===== config.mk =====
export PLATFORM = sky130hd
export DESIGN_NAME = threshold_alarm_monitor
export DESIGN_NICKNAME = d
export VERILOG_FILES = /design/src/rtl/tam_pkg.sv /design/src/rtl/threshold_alarm_monitor.sv /design/src/rtl/tam_front.sv /design/src/rtl/tam_queue.sv /design/src/rtl/tam_back.sv
export VERILOG_INCLUDE_DIRS = /design/src /design/src/rtl
export SDC_FILE = /design/constraint.sdc
export NUM_CORES = 1
export LEC_CHECK = 0
export BUFFER_PORTS_ARGS = -buffer_cell sky130_fd_sc_hd__buf_2
export CAP_MARGIN = 5
export CORE_ASPECT_RATIO = 1.5
export CORE_UTILIZATION = 55
export DETAILED_ROUTE_END_ITERATION = 7
export GPL_TIMING_DRIVEN = 0
export HOLD_SLACK_MARGIN = 0.02
export PLACE_DENSITY_LB_ADDON = 0.1
export RECOVER_POWER = 100
export SLEW_MARGIN = 10
export SYNTH_ARGS = -nofsm -noshare
export SYNTH_HDL_FRONTEND = slang
export SYNTH_SLANG_ARGS = --single-unit

===== constraint.sdc =====
create_clock -name clk -period 5.1 [get_ports clk]
set_input_delay 0.255 -clock clk [delete_from_list [all_inputs] [get_ports clk]]
set_output_delay 0.255 -clock clk [all_outputs]
set_load 0.01 [all_outputs]

===== src/rtl/assert_macros.svh =====
// Assertion helpers shared by the queue and back-end RTL files.
`ifndef ASSERT_MACROS_SVH
`define ASSERT_MACROS_SVH

`ifndef SYNTHESIS

// A clocked property that is checked outside reset.
`define TAM_ASSERT(lbl, clk, rstn, prop) \
  lbl: assert property (@(posedge clk) disable iff (!rstn) (prop)) \
    else $error("threshold alarm monitor: assertion failed");

// A condition that must never be true outside reset.
`define TAM_NEVER(lbl, clk, rstn, cond) \
  lbl: assert property (@(posedge clk) disable iff (!rstn) !(cond)) \
    else $error("threshold alarm monitor: forbidden condition seen");

`else

`define TAM_ASSERT(lbl, clk, rstn, prop)
`define TAM_NEVER(lbl, clk, rstn, cond)

`endif

`endif


===== src/rtl/tam_pkg.sv =====
`default_nettype none

package tam_pkg;

  // Configuration register indexes.
  localparam logic [2:0] REG_WARN_LOW  = 3'd0;
  localparam logic [2:0] REG_WARN_HIGH = 3'd1;
  localparam logic [2:0] REG_FAIL_LOW  = 3'd2;
  localparam logic [2:0] REG_FAIL_HIGH = 3'd3;
  localparam logic [2:0] REG_HYST_BAND = 3'd4;
  localparam logic [2:0] REG_HIT_LIMIT = 3'd5;
  localparam logic [2:0] REG_MODE_BITS = 3'd6;

  localparam int HYST_W   = 31;
  localparam int FRAC_W   = 16;
  // 100.0 in Q16.16.
  localparam int PCT_FULL = 100 << FRAC_W;

  // Reported severity codes.
  localparam logic [1:0] SEV_OKAY = 2'd0;
  localparam logic [1:0] SEV_WARN = 2'd1;
  localparam logic [1:0] SEV_FAIL = 2'd2;

  typedef enum logic [1:0] {
    LV_UNKNOWN = 2'd0,
    LV_OKAY    = 2'd1,
    LV_WARN    = 2'd2,
    LV_FAIL    = 2'd3
  } level_t;

  typedef struct packed {
    logic en_fail_high;
    logic en_fail_low;
    logic en_warn_high;
    logic en_warn_low;
    logic pct;
    logic keep_okay;
    logic persist;
    logic inv;
  } mode_t;

  // Classification of one word, independent of the stored level.
  typedef struct packed {
    logic fail_cross;       // failure limits crossed, no hysteresis
    logic fail_cross_hyst;  // failure limits crossed, hysteresis applied
    logic warn_cross;
    logic warn_cross_hyst;
    logic below_warn;       // raw sample below the enabled warning low limit
    logic below_fail;       // raw sample below the enabled failure low limit
  } class_t;

endpackage

`default_nettype wire


===== src/rtl/threshold_alarm_monitor.sv =====
// Threshold alarm monitor: checks a stream of signed Q16.16 samples against
// warning and failure windows with hysteresis, hit counting and persistence.
// Input channel: in_valid / in_stall carry one word, a sample value and its
// valid bit; the word is taken at an edge where in_valid is high and in_stall
// is low. Result channel: out_valid / out_stall carry a report word with
// severity, direction, limit and a level-changed flag. A sample produces
// zero or one report. Configuration: cfg_we writes cfg_wdata to the register
// selected by cfg_index (warning low/high, failure low/high, hysteresis band,
// hit limit, mode bits); write it only while the monitor is idle.
// An accepted word is written into the queue, and the back end moves its report
// into the report register that drives out_valid. One word is taken per cycle
// while the queue has room: a front classifier compares each sample against all
// limits with and without hysteresis, a two-word queue holds the result, and
// the back end updates the stored level and hit counter for each word it takes.
// Reset (rst_n low, synchronous) clears the stored level to unknown, the hit
// counter, the queue, and all configuration registers. When the receiver
// stalls, the report register holds its word, the queue fills, and in_stall
// rises after two further words.
`default_nettype none

module threshold_alarm_monitor #(
  parameter int VALUE_WIDTH = 32,
  parameter int HIT_WIDTH   = 16,
  // Configuration data is as wide as the widest register.
  localparam int WIDE_W = (VALUE_WIDTH > tam_pkg::HYST_W) ? VALUE_WIDTH : tam_pkg::HYST_W,
  localparam int CFG_W  = (WIDE_W > HIT_WIDTH) ? WIDE_W : HIT_WIDTH
) (
  input  wire logic                          clk,
  input  wire logic                          rst_n,
  input  wire logic                          in_valid,
  output logic                               in_stall,
  input  wire logic signed [VALUE_WIDTH-1:0] in_sample_value,
  input  wire logic                          in_sample_valid,
  output logic                               out_valid,
  input  wire logic                          out_stall,
  output logic [1:0]                         out_severity,
  output logic                               out_below_limit,
  output logic signed [VALUE_WIDTH-1:0]      out_limit_value,
  output logic                               out_level_changed,
  input  wire logic                          cfg_we,
  input  wire logic [2:0]                    cfg_index,
  input  wire logic [CFG_W-1:0]              cfg_wdata
);

  logic signed [VALUE_WIDTH-1:0]   warn_low_r, warn_high_r, fail_low_r, fail_high_r;
  logic [tam_pkg::HYST_W-1:0]      hyst_r;
  logic [HIT_WIDTH-1:0]            hit_limit_r;
  tam_pkg::mode_t                  mode_r;

  tam_pkg::class_t                 cls;
  tam_pkg::class_t                 q_data;
  logic                            q_full, q_not_empty, q_pop, q_push;

  // Register file. Indexes beyond the mode register are ignored.
  always_ff @(posedge clk) begin
    if (!rst_n) begin
      warn_low_r  <= '0;
      warn_high_r <= '0;
      fail_low_r  <= '0;
      fail_high_r <= '0;
      hyst_r      <= '0;
      hit_limit_r <= '0;
      mode_r      <= '0;
    end else if (cfg_we) begin
      unique case (cfg_index)
        tam_pkg::REG_WARN_LOW:  warn_low_r  <= cfg_wdata[VALUE_WIDTH-1:0];
        tam_pkg::REG_WARN_HIGH: warn_high_r <= cfg_wdata[VALUE_WIDTH-1:0];
        tam_pkg::REG_FAIL_LOW:  fail_low_r  <= cfg_wdata[VALUE_WIDTH-1:0];
        tam_pkg::REG_FAIL_HIGH: fail_high_r <= cfg_wdata[VALUE_WIDTH-1:0];
        tam_pkg::REG_HYST_BAND: hyst_r      <= cfg_wdata[tam_pkg::HYST_W-1:0];
        tam_pkg::REG_HIT_LIMIT: hit_limit_r <= cfg_wdata[HIT_WIDTH-1:0];
        tam_pkg::REG_MODE_BITS: mode_r      <= tam_pkg::mode_t'(cfg_wdata[7:0]);
        default: ;
      endcase
    end
  end

  // The front end is ready whenever the queue has room.
  assign in_stall = q_full;
  assign q_push   = in_valid && !q_full;

  tam_front #(
    .VALUE_WIDTH (VALUE_WIDTH)
  ) u_front (
    .sample_value (in_sample_value),
    .sample_valid (in_sample_valid),
    .warn_low     (warn_low_r),
    .warn_high    (warn_high_r),
    .fail_low     (fail_low_r),
    .fail_high    (fail_high_r),
    .hyst_band    (hyst_r),
    .mode         (mode_r),
    .cls          (cls)
  );

  tam_queue u_queue (
    .clk       (clk),
    .rst_n     (rst_n),
    .push      (q_push),
    .push_data (cls),
    .full      (q_full),
    .pop       (q_pop),
    .not_empty (q_not_empty),
    .pop_data  (q_data)
  );

  tam_back #(
    .VALUE_WIDTH (VALUE_WIDTH),
    .HIT_WIDTH   (HIT_WIDTH)
  ) u_back (
    .clk               (clk),
    .rst_n             (rst_n),
    .q_not_empty       (q_not_empty),
    .q_data            (q_data),
    .q_pop             (q_pop),
    .warn_low          (warn_low_r),
    .warn_high         (warn_high_r),
    .fail_low          (fail_low_r),
    .fail_high         (fail_high_r),
    .hit_limit         (hit_limit_r),
    .mode              (mode_r),
    .out_valid         (out_valid),
    .out_stall         (out_stall),
    .out_severity      (out_severity),
    .out_below_limit   (out_below_limit),
    .out_limit_value   (out_limit_value),
    .out_level_changed (out_level_changed)
  );

endmodule

`default_nettype wire


===== src/rtl/tam_front.sv =====
`default_nettype none

module tam_front #(
  parameter int VALUE_WIDTH = 32
) (
  input  wire logic signed [VALUE_WIDTH-1:0] sample_value,
  input  wire logic                          sample_valid,
  input  wire logic signed [VALUE_WIDTH-1:0] warn_low,
  input  wire logic signed [VALUE_WIDTH-1:0] warn_high,
  input  wire logic signed [VALUE_WIDTH-1:0] fail_low,
  input  wire logic signed [VALUE_WIDTH-1:0] fail_high,
  input  wire logic [tam_pkg::HYST_W-1:0]    hyst_band,
  input  wire tam_pkg::mode_t                mode,
  output tam_pkg::class_t                    cls
);

  // Wide enough for the difference of two limits, the percentage constant
  // and the hysteresis band taken as a positive number.
  localparam int CMP_W = ((VALUE_WIDTH > tam_pkg::HYST_W) ? VALUE_WIDTH
                                                          : tam_pkg::HYST_W) + 2;

  logic                    chk_ok;
  logic signed [CMP_W-1:0] chk_v;
  logic signed [CMP_W-1:0] h_ext;
  logic signed [CMP_W-1:0] d_wl, d_wh, d_fl, d_fh;

  always_comb begin
    chk_ok = sample_valid;
    chk_v  = CMP_W'(sample_value);
    if (mode.pct) begin
      if (sample_valid && (sample_value != '0)) begin
        chk_v = CMP_W'(tam_pkg::PCT_FULL);
      end else begin
        chk_ok = 1'b0;
      end
    end
  end

  assign h_ext = $signed({{(CMP_W-tam_pkg::HYST_W){1'b0}}, hyst_band});

  // Distance from each limit toward the inside of the window.
  assign d_wl = chk_v - CMP_W'(warn_low);
  assign d_wh = CMP_W'(warn_high) - chk_v;
  assign d_fl = chk_v - CMP_W'(fail_low);
  assign d_fh = CMP_W'(fail_high) - chk_v;

  always_comb begin
    cls.fail_cross = chk_ok &&
                     ((mode.en_fail_low  && (d_fl < 0)) ||
                      (mode.en_fail_high && (d_fh < 0)));
    cls.fail_cross_hyst = chk_ok &&
                          ((mode.en_fail_low  && (d_fl < h_ext)) ||
                           (mode.en_fail_high && (d_fh < h_ext)));
    cls.warn_cross = chk_ok &&
                     ((mode.en_warn_low  && (d_wl < 0)) ||
                      (mode.en_warn_high && (d_wh < 0)));
    cls.warn_cross_hyst = chk_ok &&
                          ((mode.en_warn_low  && (d_wl < h_ext)) ||
                           (mode.en_warn_high && (d_wh < h_ext)));
    cls.below_warn = sample_valid && mode.en_warn_low && (sample_value < warn_low);
    cls.below_fail = sample_valid && mode.en_fail_low && (sample_value < fail_low);
  end

endmodule

`default_nettype wire


===== src/rtl/tam_queue.sv =====
`default_nettype none
`include "assert_macros.svh"

module tam_queue (
  input  wire logic            clk,
  input  wire logic            rst_n,
  input  wire logic            push,
  input  wire tam_pkg::class_t push_data,
  output logic                 full,
  input  wire logic            pop,
  output logic                 not_empty,
  output tam_pkg::class_t      pop_data
);

  tam_pkg::class_t entry_r [2];
  logic            wr_ptr_r, wr_ptr_nxt;
  logic            rd_ptr_r, rd_ptr_nxt;
  logic [1:0]      count_r, count_nxt;

  assign full      = (count_r == 2'd2);
  assign not_empty = (count_r != 2'd0);
  assign pop_data  = entry_r[rd_ptr_r];

  always_comb begin
    wr_ptr_nxt = push ? ~wr_ptr_r : wr_ptr_r;
    rd_ptr_nxt = pop ? ~rd_ptr_r : rd_ptr_r;
    count_nxt  = count_r;
    if (push && !pop) begin
      count_nxt = count_r + 2'd1;
    end else if (!push && pop) begin
      count_nxt = count_r - 2'd1;
    end
  end

  always_ff @(posedge clk) begin
    if (!rst_n) begin
      wr_ptr_r <= 1'b0;
      rd_ptr_r <= 1'b0;
      count_r  <= 2'd0;
    end else begin
      wr_ptr_r <= wr_ptr_nxt;
      rd_ptr_r <= rd_ptr_nxt;
      count_r  <= count_nxt;
    end
  end

  always_ff @(posedge clk) begin
    if (push) begin
      entry_r[wr_ptr_r] <= push_data;
    end
  end

  `TAM_NEVER(a_no_push_when_full, clk, rst_n, push && full)
  `TAM_NEVER(a_no_pop_when_empty, clk, rst_n, pop && !not_empty)

endmodule

`default_nettype wire


===== src/rtl/tam_back.sv =====
`default_nettype none
`include "assert_macros.svh"

module tam_back #(
  parameter int VALUE_WIDTH = 32,
  parameter int HIT_WIDTH   = 16
) (
  input  wire logic                          clk,
  input  wire logic                          rst_n,
  input  wire logic                          q_not_empty,
  input  wire tam_pkg::class_t               q_data,
  output logic                               q_pop,
  input  wire logic signed [VALUE_WIDTH-1:0] warn_low,
  input  wire logic signed [VALUE_WIDTH-1:0] warn_high,
  input  wire logic signed [VALUE_WIDTH-1:0] fail_low,
  input  wire logic signed [VALUE_WIDTH-1:0] fail_high,
  input  wire logic [HIT_WIDTH-1:0]          hit_limit,
  input  wire tam_pkg::mode_t                mode,
  output logic                               out_valid,
  input  wire logic                          out_stall,
  output logic [1:0]                         out_severity,
  output logic                               out_below_limit,
  output logic signed [VALUE_WIDTH-1:0]      out_limit_value,
  output logic                               out_level_changed
);

  tam_pkg::level_t               lvl_r, lvl_nxt;
  logic [HIT_WIDTH:0]            hit_r, hit_nxt;
  logic                          out_valid_r, out_valid_nxt;
  logic [1:0]                    sev_r, sev_nxt;
  logic                          below_r, below_nxt;
  logic signed [VALUE_WIDTH-1:0] limit_r, limit_nxt;
  logic                          changed_r, changed_nxt;

  logic                          fail_hit, warn_hit;
  tam_pkg::level_t               new_lvl;
  logic                          report;
  logic                          lo_en, hi_en, raw_below;
  logic signed [VALUE_WIDTH-1:0] lo_lim, hi_lim;

  // The output register takes a new word when it is empty or being drained.
  assign q_pop = q_not_empty && (!out_valid_r || !out_stall);

  always_comb begin
    fail_hit = (lvl_r == tam_pkg::LV_FAIL) ? q_data.fail_cross_hyst : q_data.fail_cross;
    warn_hit = (lvl_r == tam_pkg::LV_WARN) ? q_data.warn_cross_hyst : q_data.warn_cross;
    fail_hit = fail_hit ^ mode.inv;
    warn_hit = warn_hit ^ mode.inv;
    if (fail_hit) begin
      new_lvl = tam_pkg::LV_FAIL;
    end else if (warn_hit) begin
      new_lvl = tam_pkg::LV_WARN;
    end else begin
      new_lvl = tam_pkg::LV_OKAY;
    end
  end

  always_comb begin
    report  = 1'b1;
    hit_nxt = hit_r;
    if (hit_limit != '0) begin
      if (((new_lvl == tam_pkg::LV_OKAY) && !mode.keep_okay) ||
          (hit_r > {1'b0, hit_limit})) begin
        hit_nxt = '0;
      end else begin
        hit_nxt = hit_r + 1'b1;
        report  = 1'b0;
      end
    end
    if (report && (new_lvl == lvl_r)) begin
      if (!mode.persist || ((new_lvl == tam_pkg::LV_OKAY) && !mode.keep_okay)) begin
        report = 1'b0;
      end
    end
    lvl_nxt = report ? new_lvl : lvl_r;
    if (!q_pop) begin
      hit_nxt = hit_r;
      lvl_nxt = lvl_r;
    end
  end

  // Direction, reported limit, severity and level-changed flag for the new level.
  always_comb begin
    lo_en     = (new_lvl == tam_pkg::LV_FAIL) ? mode.en_fail_low  : mode.en_warn_low;
    hi_en     = (new_lvl == tam_pkg::LV_FAIL) ? mode.en_fail_high : mode.en_warn_high;
    lo_lim    = (new_lvl == tam_pkg::LV_FAIL) ? fail_low  : warn_low;
    hi_lim    = (new_lvl == tam_pkg::LV_FAIL) ? fail_high : warn_high;
    raw_below = (new_lvl == tam_pkg::LV_FAIL) ? q_data.below_fail : q_data.below_warn;
    below_nxt = 1'b0;
    limit_nxt = '0;
    if (new_lvl != tam_pkg::LV_OKAY) begin
      if (mode.inv && !(lo_en && hi_en)) begin
        if (!lo_en) begin
          below_nxt = 1'b1;
          limit_nxt = hi_en ? hi_lim : '0;
        end else begin
          limit_nxt = lo_lim;
        end
      end else if (raw_below) begin
        below_nxt = 1'b1;
        limit_nxt = lo_lim;
      end else begin
        limit_nxt = hi_en ? hi_lim : '0;
      end
    end
    unique case (new_lvl)
      tam_pkg::LV_FAIL: sev_nxt = tam_pkg::SEV_FAIL;
      tam_pkg::LV_WARN: sev_nxt = tam_pkg::SEV_WARN;
      default:          sev_nxt = tam_pkg::SEV_OKAY;
    endcase
    changed_nxt = (new_lvl != lvl_r);
  end

  always_comb begin
    out_valid_nxt = out_valid_r;
    if (q_pop) begin
      out_valid_nxt = report;
    end else if (!out_stall) begin
      out_valid_nxt = 1'b0;
    end
  end

  always_ff @(posedge clk) begin
    if (!rst_n) begin
      lvl_r       <= tam_pkg::LV_UNKNOWN;
      hit_r       <= '0;
      out_valid_r <= 1'b0;
    end else begin
      lvl_r       <= lvl_nxt;
      hit_r       <= hit_nxt;
      out_valid_r <= out_valid_nxt;
    end
  end

  always_ff @(posedge clk) begin
    if (q_pop && report) begin
      sev_r     <= sev_nxt;
      below_r   <= below_nxt;
      limit_r   <= limit_nxt;
      changed_r <= changed_nxt;
    end
  end

  assign out_valid         = out_valid_r;
  assign out_severity      = sev_r;
  assign out_below_limit   = below_r;
  assign out_limit_value   = limit_r;
  assign out_level_changed = changed_r;

  `TAM_ASSERT(a_okay_report_clean, clk, rst_n,
    (out_valid_r && (sev_r == tam_pkg::SEV_OKAY)) |-> (!below_r && (limit_r == '0)))
  `TAM_ASSERT(a_level_known_stays, clk, rst_n,
    (lvl_r != tam_pkg::LV_UNKNOWN) |=> (lvl_r != tam_pkg::LV_UNKNOWN))
  `TAM_ASSERT(a_word_from_queue, clk, rst_n, $rose(out_valid_r) |-> $past(q_pop))

endmodule

`default_nettype wire

==> flow_summary_export.csv <==
group,metric,value,unit
logic_synthesis,synth_common_cells,"531 x nand2_1, 400 x a21oi_1, 328 x ha_1, 208 x dfxtp_1, 181 x inv_1",
global_routing,grt_max_degree,38,
finish,fin_util,0.657,
logic_synthesis,ys_types,72,
sta,slew_viol_final,38,
worst_setup_path,critPathTopFamily,"compound AO/OA/AOI/OAI gates",
logic_synthesis,yosysSeqAreaShare,0.263,
die,die_w,163,um
route,routedWlPerCell,23.6,um
finish,stdcell_count,3487,
route,first_pass_iters,6,
die,io_pins,111,
logic_synthesis,synthArstFlopShare,0,
global_routing,grt_pass1_wl,122,mm
placement,dp_cells,3360,
logic_synthesis,postSynthAreaPerCell,7.72,um^2
route,wirelength,82.3,mm
worst_setup_path,cp.depth,29,
worst_setup_path,crit_top_cell,"a21o_1",
logic_synthesis,syn_nets,3166,
logic_synthesis,yosys.area.top_type_share,0.195,
die,num_rows,87,
worst_setup_path,worst-r2r-cell-count,25,
placement,dp_slack,-3.01,ns
finish,nNetsFinal,3379,
worst_setup_path,start_kind,"input port",
clocking,path_clk_slew,0.07,ns
logic_synthesis,synth.area.top_cells,"dfxtp_1 20%, ha_1 19%, a21oi_1 9.4%",
worst_setup_path,required,5.47,ns
global_routing,grt-ovfl-total,0,
die,initial_core_util,0.562,
sta,hold_violations,0,
global_routing,antenna_found_initial,2,
clocking,htreeDepth,1,
logic_synthesis,synth_top_area_cell,"dfxtp_1",
die,die_h,243,um
placement,placed_cell_area,22500,um^2
sta,fin_crit_sh,1.13,
clocking,clkSinkCount,256,
route,vias,21800,
job,maxCapViolCount,1,
worst_setup_path,critical_path_peak_fanout,4,
worst_setup_path,r2r_end,"u_queue.entry_r[1][4]$_DFFE_PP_",
worst_setup_path,endpoint_kind,"flip-flop",
finish,drive_above_1_share,0.0985,
die,core_area,37900,um^2
logic_synthesis,netlist_area,21300,um^2
logic_synthesis,synthFlopType,"dfxtp_1",
global_routing,met3_usage,0.0760,
logic_synthesis,ys_ff_latch,256,
sta,setup_ws,-0.648,ns
power_and_ir_drop,leakagePower,0.00981,uW
clocking,clockBufferDepth,3,
sta,period_minus_slack,5.75,ns
global_routing,met2_usage,0.683,
placement,io_buffers,110,
logic_synthesis,synth.most_common_cell,"nand2_1",
clocking,cts_tree,"yes",
power_and_ir_drop,power_density,301,nW/um^2
sta,setup-tns-final,-2.39,ns
sta,tightest_slew,1.70,ns
route,drc,0,
logic_synthesis,ys_warn_count,0,
sta,rsz0062_at_grt,"true",
global_routing,track_usage,0.413,
finish,postLayoutCellArea,24900,um^2
clocking,clock_latency,0.58,ns
clocking,numCtsBuffers,27,
worst_setup_path,crit_start,"in_sample_value[21]",
sta,max-slew-margin-rel,-0.133,
placement,hpwl,65.6,mm
worst_setup_path,r2r_slack,-0.51,ns
global_routing,grt_pass1_vias,21200,
sta,max_freq,174,MHz
clocking,cts-root-buf,"clkbuf_16",
global_routing,top_usage_layer,"met2",
worst_setup_path,slowest_stage,"nor4bb_4",
worst_hold_path,hold_path_class,"input port to flip-flop",
sta,setup_viol,4,
route,drtAntennaViolNets,0,
finish,fillerInstances,3432,
die,die_area,39500,um^2
logic_synthesis,synth_edf_count,48,
route,via_per_inst,6.25,
worst_setup_path,endpoint,"u_queue.entry_r[1][4]$_DFFE_PP_",
placement,place_congestion,1.07,
worst_setup_path,worstPathArrival,6.12,ns
worst_setup_path,worstSetupPathType,"input port to flip-flop",
power_and_ir_drop,worst_ir_drop_vdd,0.310,mV
worst_setup_path,worst-path-buf-inv,5,
worst_setup_path,timing.rr.start,"mode_r[3]$_SDFFE_PN0P_",
run_status,violations,"max-capacitance violations, max-slew violations, negative setup slack",
logic_synthesis,synthCells,2761,
sta,clock_skew,0.0161,ns
run_status,status,"finished with violations",
worst_setup_path,max_stage_delay,0.54,ns
global_routing,met1_usage,0.445,
route,drt_iter0_drc,1795,
finish,syn_to_final_growth,16.8,%
[final cells by class]
cell class              instances  area [um^2]  share of cell area
diodes                          3         7.51            0.000302
plain buffers                  90          397              0.0159
clock buffers                  39          796              0.0320
clock inverters                11          154             0.00619
inverters                     183          687              0.0276
multi-input cells            2230        15400               0.620
flip-flops and latches        256         5610               0.225
well taps                     489          612              0.0246
repair buffers                186         1180              0.0474
[worst min-delay path, delay by kind of cell]
kind	cells	cell delay (ns)
AOI/OAI and AO/OA	1	0.05
buffers and inverters	1	0.17
and+or+nand+nor	1	0.08
[how the worst min path moves through the flow]
stage | cells after the start | endpoint | slack, ns | from
after global routing | 3 | mode_r[4]$_SDFFE_PN0P_ | 0.03 | cfg_wdata[4]
after CTS | 3 | fail_low_r[7]$_SDFFE_PN0P_ | 0.02 | cfg_wdata[7]
after floorplan | 2 | mode_r[1]$_SDFFE_PN0P_ | 0.39 | cfg_wdata[1]
final | 3 | hyst_r[4]$_SDFFE_PN0P_ | 0.03 | cfg_wdata[4]
after detailed placement | 2 | mode_r[1]$_SDFFE_PN0P_ | 0.44 | mode_r[1]$_SDFFE_PN0P_
after global placement | 2 | hyst_r[26]$_SDFFE_PN0P_ | 0.44 | hyst_r[26]$_SDFFE_PN0P_
[layer usage]
metal,vias up,part of all wire,routed length [um]
met2,1031,0.46,37900
met1,10100,0.36,29600
li1,10200,-,-
met5,-,0,0
met3,385,0.072,5910
met4,0,0.11,8950
[cells by family (layout without fill, tap and decap cells)]
| logic type | count (synthesis) | after routing | share of synthesized area |
|---|---|---|---|
| AND/OR/NAND/NOR | 909 | 909 | 0.190 |
| multiplexers | 10 | 10 | 0.00646 |
| flip-flops | 256 | 256 | 0.263 |
| other | 0 | 3 | 0 |
| adder cells (fa/ha/maj) | 332 | 332 | 0.196 |
| XOR/XNOR | 129 | 129 | 0.0534 |
| AO/OA/AOI/OAI | 850 | 850 | 0.242 |
| buffers and inverters | 275 | 509 | 0.0488 |
[where the power goes]
group | switching (uW) | internal [uW] | total [uW]
registers | 112 | 2400 | 2520
logic | 1880 | 959 | 2840
clock network | 883 | 1250 | 2130
total | 2880 | 4610 | 7480
[sequential cells by signal, summed over array words and instances (netlist names), 2 cells and up, named ones only]
name / count
fail_high_r: 32
fail_low_r: 32
u_back.out_limit_value: 32
warn_high_r: 32
warn_low_r: 32
hyst_r: 31
u_back.hit_r: 17
hit_limit_r: 16
u_queue.entry_r: 12
mode_r: 8
u_back.lvl_r: 2
u_back.out_severity: 2
u_queue.count_r: 2
[metrics by stage]
step                      hold slack, ns  total power, uW
final                             0.0327             7480
after global routing              0.0339             7810
after CTS                         0.0204             7410
after detailed placement           0.444             5160
after global placement             0.442             5100
after floorplan                    0.391             4220
[repair_timing]
action | 4_1_cts | 5_1_grt
buffers inserted | 40 | 11
hold endpoints to repair | 87 | 0
endpoints found under the setup margin | 8 | 4
hold buffers | 25 | 0
resized for setup | 139 | 33
pin swaps | 56 | 28
[layout by cell type (no fill, tap or decap), drive strengths merged, types with 20 or more instances in the layout]
cell type / instances
nand2: 531
a21oi: 400
ha: 328
dfxtp: 208
inv: 186
clkbuf: 165
o21ai: 128
buf: 125
nor2: 109
a21o: 104
xnor2: 80
xor2: 49
nand4: 48
edfxtp: 48
nand3: 43
and2: 41
o22ai: 35
nand2b: 33
nor2b: 30
dlygate4sd3: 25
o21a: 25
a31oi: 20
Note: power is estimated with default switching activity, not from simulation.
